File: src/design/tilt_angle_direction_classifier_defines.svh
// Assertion macros for the tilt classifier top-level design file.
`ifndef TILT_ANGLE_DIRECTION_CLASSIFIER_DEFINES_SVH
`define TILT_ANGLE_DIRECTION_CLASSIFIER_DEFINES_SVH

// Check that a condition holds in the same cycle as its trigger.
`define TADC_ASSERT_NOW(lbl, clk, rstn, ante, cons, msg) \
    lbl: assert property (@(posedge clk) disable iff (!rstn) (ante) |-> (cons)) \
        else $error(msg);

// Check that a condition holds in the cycle after its trigger.
`define TADC_ASSERT_NEXT(lbl, clk, rstn, ante, cons, msg) \
    lbl: assert property (@(posedge clk) disable iff (!rstn) (ante) |=> (cons)) \
        else $error(msg);

`endif

File: src/design/tadc_pkg.sv
package tadc_pkg;

    // Field widths.
    localparam int AXIS_W      = 13;
    localparam int ANGLE_OUT_W = 16;
    localparam int DIR_W       = 3;
    localparam int INT_W       = 7;
    localparam int CFG_W       = 7;
    localparam int CFG_IDX_W   = 2;

    // Square root unit: radicand width and root width.
    localparam int SQ_W      = 42;
    localparam int SQ_ROOT_W = SQ_W / 2;

    // Fixed scaling of the raw samples ahead of the CORDIC.
    localparam int ACCEL_SH = 8;
    localparam int MAG_SH   = 16;

    // CORDIC datapath widths and the arctangent table.
    localparam int CORDIC_W  = 24;
    localparam int ZW        = 28;
    localparam int TAB_LEN   = 24;
    localparam int TAB_IDX_W = 5;
    localparam int TAB_FRAC  = 20;

    // atan(2^-i) in degrees with TAB_FRAC fraction bits.
    localparam logic [ZW-1:0] ATAN_TAB [TAB_LEN] = '{
        28'd47185920, 28'd27855475, 28'd14718068, 28'd7471121,
        28'd3750058,  28'd1876857,  28'd938658,   28'd469357,
        28'd234682,   28'd117342,   28'd58671,    28'd29335,
        28'd14668,    28'd7334,     28'd3667,     28'd1833,
        28'd917,      28'd458,      28'd229,      28'd115,
        28'd57,       28'd29,       28'd14,       28'd7
    };

    // Configuration register indexes.
    localparam logic [CFG_IDX_W-1:0] CFG_LEVEL_BAND      = 2'd0;
    localparam logic [CFG_IDX_W-1:0] CFG_TILT_LIMIT      = 2'd1;
    localparam logic [CFG_IDX_W-1:0] CFG_UPRIGHT_LIMIT   = 2'd2;
    localparam logic [CFG_IDX_W-1:0] CFG_DIAGONAL_MARGIN = 2'd3;

    // Configuration reset values.
    localparam logic [CFG_W-1:0] LEVEL_BAND_RST      = 7'd1;
    localparam logic [CFG_W-1:0] TILT_LIMIT_RST      = 7'd27;
    localparam logic [CFG_W-1:0] UPRIGHT_LIMIT_RST   = 7'd80;
    localparam logic [CFG_W-1:0] DIAGONAL_MARGIN_RST = 7'd2;

    // Direction codes.
    localparam logic [DIR_W-1:0] DIR_NONE     = 3'd0;
    localparam logic [DIR_W-1:0] DIR_FRONT    = 3'd1;
    localparam logic [DIR_W-1:0] DIR_BACK     = 3'd2;
    localparam logic [DIR_W-1:0] DIR_RIGHT    = 3'd3;
    localparam logic [DIR_W-1:0] DIR_LEFT     = 3'd4;
    localparam logic [DIR_W-1:0] DIR_DIAG_LR  = 3'd5;
    localparam logic [DIR_W-1:0] DIR_DIAG_RL  = 3'd6;
    localparam logic [DIR_W-1:0] DIR_STABLE   = 3'd7;

    localparam logic [INT_W-1:0] INT_MAX = 7'd127;

    // Threshold registers in whole degrees.
    typedef struct packed {
        logic [CFG_W-1:0] level_band;
        logic [CFG_W-1:0] tilt_limit;
        logic [CFG_W-1:0] upright_limit;
        logic [CFG_W-1:0] diagonal_margin;
    } cfg_set_t;

endpackage

File: src/design/tadc_sqrt.sv
module tadc_sqrt (
    input  logic                          clk,
    input  logic                          rst_n,
    input  logic                          start,
    input  logic [tadc_pkg::SQ_W-1:0]     radicand,
    output logic                          done,
    output logic [tadc_pkg::SQ_ROOT_W-1:0] root
);
    import tadc_pkg::*;

    logic [SQ_W-1:0] rem_reg, rem_next;
    logic [SQ_W-1:0] root_reg, root_next;
    logic [SQ_W-1:0] bit_reg, bit_next;
    logic            done_reg, done_next;
    logic [SQ_W:0]   trial;

    // One result bit per cycle: compare the remainder against root plus the trial bit.
    assign trial = {1'b0, root_reg} + {1'b0, bit_reg};

    always_comb
    begin
        rem_next  = rem_reg;
        root_next = root_reg;
        bit_next  = bit_reg;
        done_next = 1'b0;
        if (start)
        begin
            rem_next  = radicand;
            root_next = '0;
            bit_next  = SQ_W'(1) << (SQ_W - 2);
        end
        else if (bit_reg != '0)
        begin
            if ({1'b0, rem_reg} >= trial)
            begin
                rem_next  = rem_reg - trial[SQ_W-1:0];
                root_next = (root_reg >> 1) + bit_reg;
            end
            else
            begin
                root_next = root_reg >> 1;
            end
            bit_next  = bit_reg >> 2;
            done_next = bit_reg[0];
        end
    end

    // Step control.
    always_ff @(posedge clk or negedge rst_n)
    begin
        if (!rst_n)
        begin
            bit_reg  <= '0;
            done_reg <= 1'b0;
        end
        else
        begin
            bit_reg  <= bit_next;
            done_reg <= done_next;
        end
    end

    // Remainder and partial root.
    always_ff @(posedge clk)
    begin
        rem_reg  <= rem_next;
        root_reg <= root_next;
    end

    assign done = done_reg;
    assign root = root_reg[SQ_ROOT_W-1:0];

endmodule

File: src/design/tadc_cordic.sv
module tadc_cordic #(
    parameter int CORDIC_STEPS    = 16,
    parameter int ANGLE_FRAC_BITS = 8,
    localparam int ANGLE_W        = ANGLE_FRAC_BITS + 8
) (
    input  logic                                  clk,
    input  logic                                  rst_n,
    input  logic                                  start,
    input  logic [tadc_pkg::SQ_ROOT_W-1:0]        x0,
    input  logic signed [tadc_pkg::SQ_ROOT_W-1:0] y0,
    output logic                                  done,
    output logic signed [ANGLE_W-1:0]             angle
);
    import tadc_pkg::*;

    localparam int IW  = $clog2(CORDIC_STEPS);
    localparam int SH  = TAB_FRAC - ANGLE_FRAC_BITS;
    localparam int ZEW = ZW + 1;
    localparam logic signed [ZEW-1:0] HALF = ZEW'(1) << (SH - 1);

    logic signed [CORDIC_W-1:0] x_reg, x_next;
    logic signed [CORDIC_W-1:0] y_reg, y_next;
    logic signed [ZW-1:0]       z_reg, z_next;
    logic [IW-1:0]              cnt_reg, cnt_next;
    logic                       run_reg, run_next;
    logic                       done_reg, done_next;
    logic                       zero_reg, zero_next;
    logic signed [CORDIC_W-1:0] x_sh, y_sh;
    logic signed [ZW-1:0]       step_angle;
    logic signed [ZEW-1:0]      z_ext;

    // Shifted operands and table entry for the current iteration.
    assign x_sh       = x_reg >>> cnt_reg;
    assign y_sh       = y_reg >>> cnt_reg;
    assign step_angle = $signed(ATAN_TAB[TAB_IDX_W'(cnt_reg)]);

    // Vectoring rotation: drive y toward zero, accumulate the angle in z.
    always_comb
    begin
        x_next    = x_reg;
        y_next    = y_reg;
        z_next    = z_reg;
        cnt_next  = cnt_reg;
        run_next  = run_reg;
        zero_next = zero_reg;
        done_next = 1'b0;
        if (start)
        begin
            x_next    = CORDIC_W'(x0);
            y_next    = CORDIC_W'(y0);
            z_next    = '0;
            cnt_next  = '0;
            run_next  = 1'b1;
            zero_next = (x0 == '0) && (y0 == '0);
        end
        else if (run_reg)
        begin
            if (!y_reg[CORDIC_W-1])
            begin
                x_next = x_reg + y_sh;
                y_next = y_reg - x_sh;
                z_next = z_reg + step_angle;
            end
            else
            begin
                x_next = x_reg - y_sh;
                y_next = y_reg + x_sh;
                z_next = z_reg - step_angle;
            end
            if (cnt_reg == IW'(CORDIC_STEPS - 1))
            begin
                run_next  = 1'b0;
                done_next = 1'b1;
            end
            else
            begin
                cnt_next = cnt_reg + 1'b1;
            end
        end
    end

    // Iteration control.
    always_ff @(posedge clk or negedge rst_n)
    begin
        if (!rst_n)
        begin
            run_reg  <= 1'b0;
            done_reg <= 1'b0;
            cnt_reg  <= '0;
        end
        else
        begin
            run_reg  <= run_next;
            done_reg <= done_next;
            cnt_reg  <= cnt_next;
        end
    end

    // Rotation datapath.
    always_ff @(posedge clk)
    begin
        x_reg    <= x_next;
        y_reg    <= y_next;
        z_reg    <= z_next;
        zero_reg <= zero_next;
    end

    // Round the accumulated angle to nearest, halves away from zero.
    assign z_ext = ZEW'(z_reg);

    always_comb
    begin
        if (zero_reg)
        begin
            angle = '0;
        end
        else if (!z_reg[ZW-1])
        begin
            angle = ANGLE_W'((z_ext + HALF) >>> SH);
        end
        else
        begin
            angle = ANGLE_W'(-((HALF - z_ext) >>> SH));
        end
    end

    assign done = done_reg;

endmodule

File: src/design/tadc_classify.sv
module tadc_classify #(
    parameter int ANGLE_FRAC_BITS = 8,
    localparam int ANGLE_W        = ANGLE_FRAC_BITS + 8
) (
    input  logic signed [ANGLE_W-1:0]      ax,
    input  logic signed [ANGLE_W-1:0]      ay,
    input  logic signed [ANGLE_W-1:0]      az,
    input  tadc_pkg::cfg_set_t             cfg,
    input  logic [tadc_pkg::DIR_W-1:0]     last_dir,
    output logic [tadc_pkg::DIR_W-1:0]     dir
);
    import tadc_pkg::*;

    localparam int CW = ANGLE_W + 1;

    logic signed [CW-1:0] x, y, z;
    logic signed [CW-1:0] lim_l, lim_t, lim_u, lim_d;
    logic                 x_lvl, y_lvl, no_upright;

    // Angles and thresholds in a common signed width, thresholds scaled to angle units.
    assign x     = CW'(ax);
    assign y     = CW'(ay);
    assign z     = CW'(az);
    assign lim_l = $signed(CW'(cfg.level_band) << ANGLE_FRAC_BITS);
    assign lim_t = $signed(CW'(cfg.tilt_limit) << ANGLE_FRAC_BITS);
    assign lim_u = $signed(CW'(cfg.upright_limit) << ANGLE_FRAC_BITS);
    assign lim_d = $signed(CW'(cfg.diagonal_margin) << ANGLE_FRAC_BITS);

    assign x_lvl      = (x > -lim_l) && (x < lim_l);
    assign y_lvl      = (y > -lim_l) && (y < lim_l);
    assign no_upright = z < lim_u;

    // First matching rule wins; otherwise the previous code is kept.
    always_comb
    begin
        if (x_lvl && (y < lim_l) && (y > -lim_t) && no_upright)
        begin
            dir = DIR_FRONT;
        end
        else if (x_lvl && (y < lim_t) && (y > -lim_l) && no_upright)
        begin
            dir = DIR_BACK;
        end
        else if (y_lvl && (x < lim_l) && (x > -lim_t) && no_upright)
        begin
            dir = DIR_RIGHT;
        end
        else if (y_lvl && (x < lim_t) && (x > -lim_l) && no_upright)
        begin
            dir = DIR_LEFT;
        end
        else if (((x > lim_d) && (y > lim_d)) || ((x < -lim_d) && (y < -lim_d)))
        begin
            dir = DIR_DIAG_LR;
        end
        else if (((x < -lim_d) && (y > lim_d)) || ((x > lim_d) && (y < -lim_d)))
        begin
            dir = DIR_DIAG_RL;
        end
        else if (y_lvl && x_lvl && (z > lim_u))
        begin
            dir = DIR_STABLE;
        end
        else
        begin
            dir = last_dir;
        end
    end

endmodule

File: src/design/tilt_angle_direction_classifier.sv
// Tilt classifier: each accepted item is one accelerometer sample (x, y, z in
// milligravity). For each axis the block squares and sums the other two axes on
// one shared multiplier, takes the square root on a bit-serial unit (one root bit
// per cycle), and runs a vectoring CORDIC (one iteration per cycle) to
// get atan2(axis, magnitude) in 1/2^ANGLE_FRAC_BITS degree. The intensity then
// reuses the multiplier and the square root unit on the x and y angles, and the
// direction is picked by threshold rules from the four configuration registers,
// keeping the previous code when no rule matches. Only one item is in work at a
// time, but a finished result waits in the output register while the next item
// is accepted and worked on.
`include "tilt_angle_direction_classifier_defines.svh"

module tilt_angle_direction_classifier #(
    parameter int CORDIC_STEPS    = 16,
    parameter int ANGLE_FRAC_BITS = 8
) (
    input  logic                                      clk,
    input  logic                                      rst_n,
    input  logic                                      in_valid,
    output logic                                      in_ready,
    input  logic signed [tadc_pkg::AXIS_W-1:0]        accel_x,
    input  logic signed [tadc_pkg::AXIS_W-1:0]        accel_y,
    input  logic signed [tadc_pkg::AXIS_W-1:0]        accel_z,
    output logic                                      out_valid,
    input  logic                                      out_ready,
    output logic [tadc_pkg::DIR_W-1:0]                direction,
    output logic [tadc_pkg::INT_W-1:0]                intensity,
    output logic signed [tadc_pkg::ANGLE_OUT_W-1:0]   angle_x,
    output logic signed [tadc_pkg::ANGLE_OUT_W-1:0]   angle_y,
    output logic signed [tadc_pkg::ANGLE_OUT_W-1:0]   angle_z,
    input  logic                                      cfg_write,
    input  logic [tadc_pkg::CFG_IDX_W-1:0]            cfg_index,
    input  logic [tadc_pkg::CFG_W-1:0]                cfg_data
);
    import tadc_pkg::*;

    localparam int ANGLE_W = ANGLE_FRAC_BITS + 8;
    localparam int MUL_W   = ANGLE_FRAC_BITS + 9;
    localparam int PROD_W  = 2 * MUL_W;
    localparam int ACC_W   = PROD_W + 1;

    // Sequencer states.
    localparam logic [3:0] ST_IDLE       = 4'd0;
    localparam logic [3:0] ST_SQ_B       = 4'd1;
    localparam logic [3:0] ST_SQ_C       = 4'd2;
    localparam logic [3:0] ST_ROOT_GO    = 4'd3;
    localparam logic [3:0] ST_ROOT_WAIT  = 4'd4;
    localparam logic [3:0] ST_ROT_GO     = 4'd5;
    localparam logic [3:0] ST_ROT_WAIT   = 4'd6;
    localparam logic [3:0] ST_INT_PREP   = 4'd7;
    localparam logic [3:0] ST_SQ_P       = 4'd8;
    localparam logic [3:0] ST_SQ_M       = 4'd9;
    localparam logic [3:0] ST_IROOT_GO   = 4'd10;
    localparam logic [3:0] ST_IROOT_WAIT = 4'd11;
    localparam logic [3:0] ST_FIN        = 4'd12;

    // Axis being resolved.
    localparam logic [1:0] AXIS_X = 2'd0;
    localparam logic [1:0] AXIS_Y = 2'd1;
    localparam logic [1:0] AXIS_Z = 2'd2;

    logic [3:0]                 state_reg, state_next;
    logic [1:0]                 axis_reg, axis_next;
    logic [DIR_W-1:0]           last_dir_reg;
    logic                       out_valid_reg;
    cfg_set_t                   cfg_reg;

    logic signed [AXIS_W-1:0]   x_reg, y_reg, z_reg;
    logic [ACC_W-1:0]           acc_reg;
    logic [SQ_ROOT_W-1:0]       mag_reg;
    logic signed [ANGLE_W-1:0]  ang_reg [3];
    logic signed [MUL_W-1:0]    p_reg, m_reg;
    logic [INT_W-1:0]           int_reg;

    logic [DIR_W-1:0]           dir_out_reg;
    logic [INT_W-1:0]           int_out_reg;
    logic signed [ANGLE_W-1:0]  ax_out_reg, ay_out_reg, az_out_reg;

    logic signed [AXIS_W-1:0]   op_a, op_b, op_c;
    logic signed [MUL_W-1:0]    mul_op;
    logic signed [PROD_W-1:0]   product;
    logic [ACC_W-1:0]           prod_ext;

    logic                       sqrt_start, sqrt_done;
    logic [SQ_W-1:0]            sqrt_in;
    logic [SQ_ROOT_W-1:0]       sqrt_root;
    logic                       cordic_start, cordic_done;
    logic signed [SQ_ROOT_W-1:0] cordic_y0;
    logic signed [ANGLE_W-1:0]  cordic_angle;
    logic [DIR_W-1:0]           dir_new;

    logic                       accept, out_load;

    assign accept   = in_valid && in_ready;
    assign in_ready = (state_reg == ST_IDLE);
    assign out_load = (state_reg == ST_FIN) && (!out_valid_reg || out_ready);

    // Configuration registers.
    always_ff @(posedge clk or negedge rst_n)
    begin
        if (!rst_n)
        begin
            cfg_reg.level_band      <= LEVEL_BAND_RST;
            cfg_reg.tilt_limit      <= TILT_LIMIT_RST;
            cfg_reg.upright_limit   <= UPRIGHT_LIMIT_RST;
            cfg_reg.diagonal_margin <= DIAGONAL_MARGIN_RST;
        end
        else if (cfg_write)
        begin
            case (cfg_index)
                CFG_LEVEL_BAND:      cfg_reg.level_band      <= cfg_data;
                CFG_TILT_LIMIT:      cfg_reg.tilt_limit      <= cfg_data;
                CFG_UPRIGHT_LIMIT:   cfg_reg.upright_limit   <= cfg_data;
                CFG_DIAGONAL_MARGIN: cfg_reg.diagonal_margin <= cfg_data;
                default:             ;
            endcase
        end
    end

    // Route the sample so that the axis under work is op_a and the others are op_b, op_c.
    always_comb
    begin
        case (axis_reg)
            AXIS_X:
            begin
                op_a = x_reg;
                op_b = y_reg;
                op_c = z_reg;
            end
            AXIS_Y:
            begin
                op_a = y_reg;
                op_b = x_reg;
                op_c = z_reg;
            end
            default:
            begin
                op_a = z_reg;
                op_b = x_reg;
                op_c = y_reg;
            end
        endcase
    end

    // Shared squaring multiplier.
    always_comb
    begin
        case (state_reg)
            ST_SQ_B: mul_op = MUL_W'(op_b);
            ST_SQ_C: mul_op = MUL_W'(op_c);
            ST_SQ_P: mul_op = p_reg;
            default: mul_op = m_reg;
        endcase
    end

    assign product  = mul_op * mul_op;
    assign prod_ext = ACC_W'($unsigned(product));

    // Square root input: magnitude radicand carries 16 fraction bits; the intensity
    // radicand drops the angle fraction bits of both factors up front.
    assign sqrt_start = (state_reg == ST_ROOT_GO) || (state_reg == ST_IROOT_GO);
    assign sqrt_in    = (state_reg == ST_ROOT_GO) ?
                        {acc_reg[SQ_W-MAG_SH-1:0], MAG_SH'(0)} :
                        SQ_W'(acc_reg >> (2 * ANGLE_FRAC_BITS));

    tadc_sqrt u_sqrt (
        .clk      (clk),
        .rst_n    (rst_n),
        .start    (sqrt_start),
        .radicand (sqrt_in),
        .done     (sqrt_done),
        .root     (sqrt_root)
    );

    // CORDIC takes the axis scaled by 256 against the magnitude of the other two.
    assign cordic_start = (state_reg == ST_ROT_GO);
    assign cordic_y0    = $signed({op_a, ACCEL_SH'(0)});

    tadc_cordic #(
        .CORDIC_STEPS    (CORDIC_STEPS),
        .ANGLE_FRAC_BITS (ANGLE_FRAC_BITS)
    ) u_cordic (
        .clk   (clk),
        .rst_n (rst_n),
        .start (cordic_start),
        .x0    (mag_reg),
        .y0    (cordic_y0),
        .done  (cordic_done),
        .angle (cordic_angle)
    );

    tadc_classify #(
        .ANGLE_FRAC_BITS (ANGLE_FRAC_BITS)
    ) u_classify (
        .ax       (ang_reg[0]),
        .ay       (ang_reg[1]),
        .az       (ang_reg[2]),
        .cfg      (cfg_reg),
        .last_dir (last_dir_reg),
        .dir      (dir_new)
    );

    // Sequencer.
    always_comb
    begin
        state_next = state_reg;
        axis_next  = axis_reg;
        case (state_reg)
            ST_IDLE:
            begin
                if (in_valid)
                begin
                    state_next = ST_SQ_B;
                    axis_next  = AXIS_X;
                end
            end
            ST_SQ_B:      state_next = ST_SQ_C;
            ST_SQ_C:      state_next = ST_ROOT_GO;
            ST_ROOT_GO:   state_next = ST_ROOT_WAIT;
            ST_ROOT_WAIT:
            begin
                if (sqrt_done)
                begin
                    state_next = ST_ROT_GO;
                end
            end
            ST_ROT_GO:    state_next = ST_ROT_WAIT;
            ST_ROT_WAIT:
            begin
                if (cordic_done)
                begin
                    if (axis_reg == AXIS_Z)
                    begin
                        state_next = ST_INT_PREP;
                    end
                    else
                    begin
                        axis_next  = axis_reg + 1'b1;
                        state_next = ST_SQ_B;
                    end
                end
            end
            ST_INT_PREP:  state_next = ST_SQ_P;
            ST_SQ_P:      state_next = ST_SQ_M;
            ST_SQ_M:      state_next = ST_IROOT_GO;
            ST_IROOT_GO:  state_next = ST_IROOT_WAIT;
            ST_IROOT_WAIT:
            begin
                if (sqrt_done)
                begin
                    state_next = ST_FIN;
                end
            end
            ST_FIN:
            begin
                if (out_load)
                begin
                    state_next = ST_IDLE;
                end
            end
            default:      state_next = ST_IDLE;
        endcase
    end

    // Control state.
    always_ff @(posedge clk or negedge rst_n)
    begin
        if (!rst_n)
        begin
            state_reg     <= ST_IDLE;
            axis_reg      <= AXIS_X;
            last_dir_reg  <= DIR_NONE;
            out_valid_reg <= 1'b0;
        end
        else
        begin
            state_reg <= state_next;
            axis_reg  <= axis_next;
            if (out_load)
            begin
                last_dir_reg  <= dir_new;
                out_valid_reg <= 1'b1;
            end
            else if (out_ready)
            begin
                out_valid_reg <= 1'b0;
            end
        end
    end

    // Working datapath.
    always_ff @(posedge clk)
    begin
        if (accept)
        begin
            x_reg <= accel_x;
            y_reg <= accel_y;
            z_reg <= accel_z;
        end
        if ((state_reg == ST_SQ_B) || (state_reg == ST_SQ_P))
        begin
            acc_reg <= prod_ext;
        end
        else if ((state_reg == ST_SQ_C) || (state_reg == ST_SQ_M))
        begin
            acc_reg <= acc_reg + prod_ext;
        end
        if ((state_reg == ST_ROOT_WAIT) && sqrt_done)
        begin
            mag_reg <= sqrt_root;
        end
        if ((state_reg == ST_ROT_WAIT) && cordic_done)
        begin
            ang_reg[axis_reg] <= cordic_angle;
        end
        if (state_reg == ST_INT_PREP)
        begin
            p_reg <= MUL_W'(ang_reg[0]) + MUL_W'(ang_reg[1]);
            m_reg <= MUL_W'(ang_reg[0]) - MUL_W'(ang_reg[1]);
        end
        if ((state_reg == ST_IROOT_WAIT) && sqrt_done)
        begin
            int_reg <= (sqrt_root > SQ_ROOT_W'(INT_MAX)) ? INT_MAX : sqrt_root[INT_W-1:0];
        end
    end

    // Output register holds the finished item until it is taken.
    always_ff @(posedge clk)
    begin
        if (out_load)
        begin
            dir_out_reg <= dir_new;
            int_out_reg <= int_reg;
            ax_out_reg  <= ang_reg[0];
            ay_out_reg  <= ang_reg[1];
            az_out_reg  <= ang_reg[2];
        end
    end

    assign out_valid = out_valid_reg;
    assign direction = dir_out_reg;
    assign intensity = int_out_reg;
    assign angle_x   = ANGLE_OUT_W'(ax_out_reg);
    assign angle_y   = ANGLE_OUT_W'(ay_out_reg);
    assign angle_z   = ANGLE_OUT_W'(az_out_reg);

    // An accepted item starts with the first squaring step.
    `TADC_ASSERT_NEXT(a_accept_starts, clk, rst_n, accept, state_reg == ST_SQ_B, "accepted item did not start")
    // The square root unit finishes only while the sequencer waits for it.
    `TADC_ASSERT_NOW(a_sqrt_done_waited, clk, rst_n, sqrt_done, (state_reg == ST_ROOT_WAIT) || (state_reg == ST_IROOT_WAIT), "square root finished outside a wait state")
    // The CORDIC unit finishes only while the sequencer waits for it.
    `TADC_ASSERT_NOW(a_cordic_done_waited, clk, rst_n, cordic_done, state_reg == ST_ROT_WAIT, "CORDIC finished outside its wait state")
    // The kept direction changes only when a result is loaded.
    `TADC_ASSERT_NEXT(a_dir_held, clk, rst_n, !out_load, $stable(last_dir_reg), "direction changed without a result")

endmodule

File: config.mk
export PLATFORM = sky130hd
export DESIGN_NAME = tilt_angle_direction_classifier
export DESIGN_NICKNAME = d
export VERILOG_FILES = /design/src/design/tadc_pkg.sv /design/src/design/tadc_sqrt.sv /design/src/design/tadc_cordic.sv /design/src/design/tadc_classify.sv /design/src/design/tilt_angle_direction_classifier.sv
export VERILOG_INCLUDE_DIRS = /design/src /design/src/design
export SDC_FILE = /design/constraint.sdc
export NUM_CORES = 2
export LEC_CHECK = 0
export ABC_CLOCK_PERIOD_IN_PS = 29900
export BUFFER_PORTS_ARGS = -buffer_cell sky130_fd_sc_hd__clkbuf_2
export CAP_MARGIN = 20
export CORE_MARGIN = 2
export CORE_UTILIZATION = 59
export DETAILED_ROUTE_END_ITERATION = 8
export PLACE_DENSITY = 0.74
export SLEW_MARGIN = 20
export SYNTH_ARGS = -nofsm -noshare
export SYNTH_HDL_FRONTEND = slang
export SYNTH_SLANG_ARGS = --single-unit
export TNS_END_PERCENT = 10
File: constraint.sdc
create_clock -name clk -period 29.9 [get_ports clk]
set_clock_uncertainty 0.15 [all_clocks]
set_input_delay 1.495 -clock clk [delete_from_list [all_inputs] [get_ports clk]]
set_output_delay 1.495 -clock clk [all_outputs]
set_load 0.05 [all_outputs]
==> results.toml <==
[clocking]
cts_tree = "yes"
postCtsSetupBuffers = 0
holdBufCountCts = 0
clk_pin_slew_worst_paths_ns = 0.07
cts_buffers = 54
cts_resized = 0
htreeDepth = 2
cts_buffer_depth = 3
clock-sinks = 468
clock-root-buffer = "clkbuf_16"
clk_latency_ns = 0.67

[global_routing]
antenna_found_initial = 11
grt_usage_pct = 31.4
overflow = 0
grt_pass1_vias = 36600
grt_pass1_wl_um = 203000
grt_max_degree = 68

[layout]
synthToLayoutAreaGrowth_pct = 7.28
final_net_count = 5775
drive_gt1_share_pct = 8.37
utilization_pct = 64.1
largest_reg_flops = 48
n_fill_cell = 6502

[yosys]
synth-seq-area-share_pct = 27.9
synth_cell_types = 91
syn_nets = 5775
synth_area_leader_cell = "edfxtp_1"
synth_edf_count = 320
synth_top_area_share_pct = 20.7
ys_ff_latch = 468
async_flop_share_pct = 14.1
syn_avg_cell_area_um2 = 9.26
ys.warnings.count = 0
synth_area_leaders = "edfxtp_1 21%, fa_1 12%, ha_1 12%, inv_1 4.2%, xnor2_1 4.0%"
synth_ff_type = "edfxtp_1"
synth_cells = 5009
syn_area_um2 = 46400

[setup_path]
critPathSlowestCell = "nor3_2"
slowest_delay_ns = 0.77
worstSetupPathType = "reg -> reg"
cp.arrival_ns = 12.27
endpoint_kind = "register"
cp-start-kind = "register"
crit_path_frequent_cell = "fa_1"
crit_path_max_fanout = 21
reg2reg_depth = 35
worstPathRequired_ns = 30.11

[sta]
worst_pin_slew_ns = 1.11
period_needed_ns = 12.06
maxSlewViolCount = 0
fin_crit_sh_pct = 40.3
fmax_mhz = 82.9
setup_violations = 0
hold_ws_ns = 0.264
hold_viol = 0
rsz0062_at_grt = "false"
max_slew_margin_pct = 25.7
setup_tns_ns = 0

[die]
start_util_pct = 59.7
core_area_um2 = 77600
rows = 102
fp.dieH_um = 284
die_area_um2 = 80800
num_io_pins = 113
die_x_um = 284

[hold_path]
hp-class = "reg -> reg"
whs_path_depth = 0

[detailed_routing]
drt_iter0_drc = 3147
drtAntennaViolNets = 0
post_drt_wl_per_cell_um = 20.8
drt-total-wl_um = 127000
avgViaCountPerCell = 6.17
vias = 37600
first_pass_iters = 7
drc = 0

[placed_design]
routabilityCongestion = 0.970
portBuffers = 112
dpl.hpwl_um = 97500

[status]
status = "finished clean"

[flow_run]
max-cap-violations = 0
-- worst max-delay path: cells and delay by family (launching register included) --
family / cells / cell delay [ns]
buf+inv: 5 / 1.20
xor+xnor: 1 / 0.21
fa+ha+maj: 8 / 3.96
flops: 1 / 0.55
compound gates: 11 / 3.17
simple gates: 10 / 2.51
-- metal layers --
layer / up-vias / routed length [um] / track usage (%)
met5: - / 44 / 0
met4: 6 / 5160 / 11.9
met3: 272 / 10600 / 5.49
met2: 1434 / 57900 / 50.1
met1: 18100 / 53200 / 42.8
li1: 17800 / - / -
-- cell usage in the layout, fill, tap and decap left out, types with 64 or more instances in the layout --
master / synthesis / routed
fa_1: 275 / 275
clkbuf_2: 0 / 111
a21o_1: 100 / 100
o21ai_0: 281 / 279
dfxtp_1: 82 / 82
a21oi_1: 314 / 313
inv_1: 518 / 517
a31oi_1: 77 / 77
nand3_1: 85 / 85
o21a_1: 67 / 67
edfxtp_1: 320 / 320
mux2i_1: 64 / 64
xor2_1: 145 / 145
nand2_1: 417 / 417
nor2_1: 425 / 420
mux2_2: 66 / 66
ha_1: 438 / 438
xnor2_1: 213 / 213
-- path summary, 6_finish.rpt --
kind | startpoint | end | slack (ns)
max in group asynchronous | rst_n | u_cordic.cnt_reg[0] | 27.89
worst min register to register | int_reg[5] | intensity[5] | 0.26
worst min-delay path | int_reg[5] | intensity[5] | 0.26
min in group asynchronous | rst_n | u_sqrt.bit_reg[2] | 0.57
worst max register to register | state_reg[2] | acc_reg[32] | 17.84
worst max-delay path | state_reg[2] | acc_reg[32] | 17.84
-- logic make-up after synthesis --
kind of cell / synth area share, %
adder cells (fa/ha/maj): 23.7
AO/OA/AOI/OAI: 16.8
flip-flops: 27.9
XOR/XNOR: 6.76
multiplexers: 5.26
buffers and inverters: 6.00
AND/OR/NAND/NOR: 13.6
-- cell type report --
| type | count | area, um^2 | share of cell area, % |
|---|---|---|---|
| Clock inverter | 37 | 494 | 0.994 |
| Clock buffer | 65 | 1490 | 2.99 |
| Multi-Input combinational cell | 3818 | 30700 | 61.8 |
| Inverter | 524 | 1970 | 3.95 |
| Tap cell | 1040 | 1300 | 2.62 |
| Antenna cell | 5 | 12.5 | 0.0252 |
| Sequential cell | 468 | 12900 | 26.0 |
| Timing Repair Buffer | 143 | 816 | 1.64 |
-- through the flow --
stage	setup slack (ns)	cell area, um^2	instances
CTS	18.00	49700	6094
global route	17.12	49700	6095
detailed placement	18.06	47700	5992
finish	17.84	49700	6100
floorplan	19.78	46400	5009
global placement	18.19	47700	5992
-- cell usage after synthesis, types with 13 or more instances --
master / number
o31ai_1: 30
clkbuf_1: 151
nand3_1: 85
mux2i_1: 64
nor2_1: 425
o21ai_0: 281
or2_2: 21
o211ai_1: 34
nor3_1: 63
a31o_2: 13
fa_1: 275
a211oi_1: 57
buf_1: 22
a22o_1: 15
and2_1: 25
inv_1: 518
a22oi_1: 22
and3_1: 58
nand2_1: 417
nor4_1: 38
mux4_2: 41
buf_2: 19
nand2b_1: 41
nor2b_1: 46
dfrtp_1: 58
o22ai_1: 33
a21oi_1: 314
or3_1: 26
a311oi_1: 16
a21o_1: 100
xnor2_1: 213
nand4_1: 48
a31oi_1: 77
xor2_1: 145
o21a_1: 67
mux2_2: 66
ha_1: 438
edfxtp_1: 320
and4_1: 16
dfxtp_1: 82
o21bai_1: 36
Power is left out: the tool's default activity adds up to more than one toggle a clock period on the data nets, which glitch-free logic cannot reach.
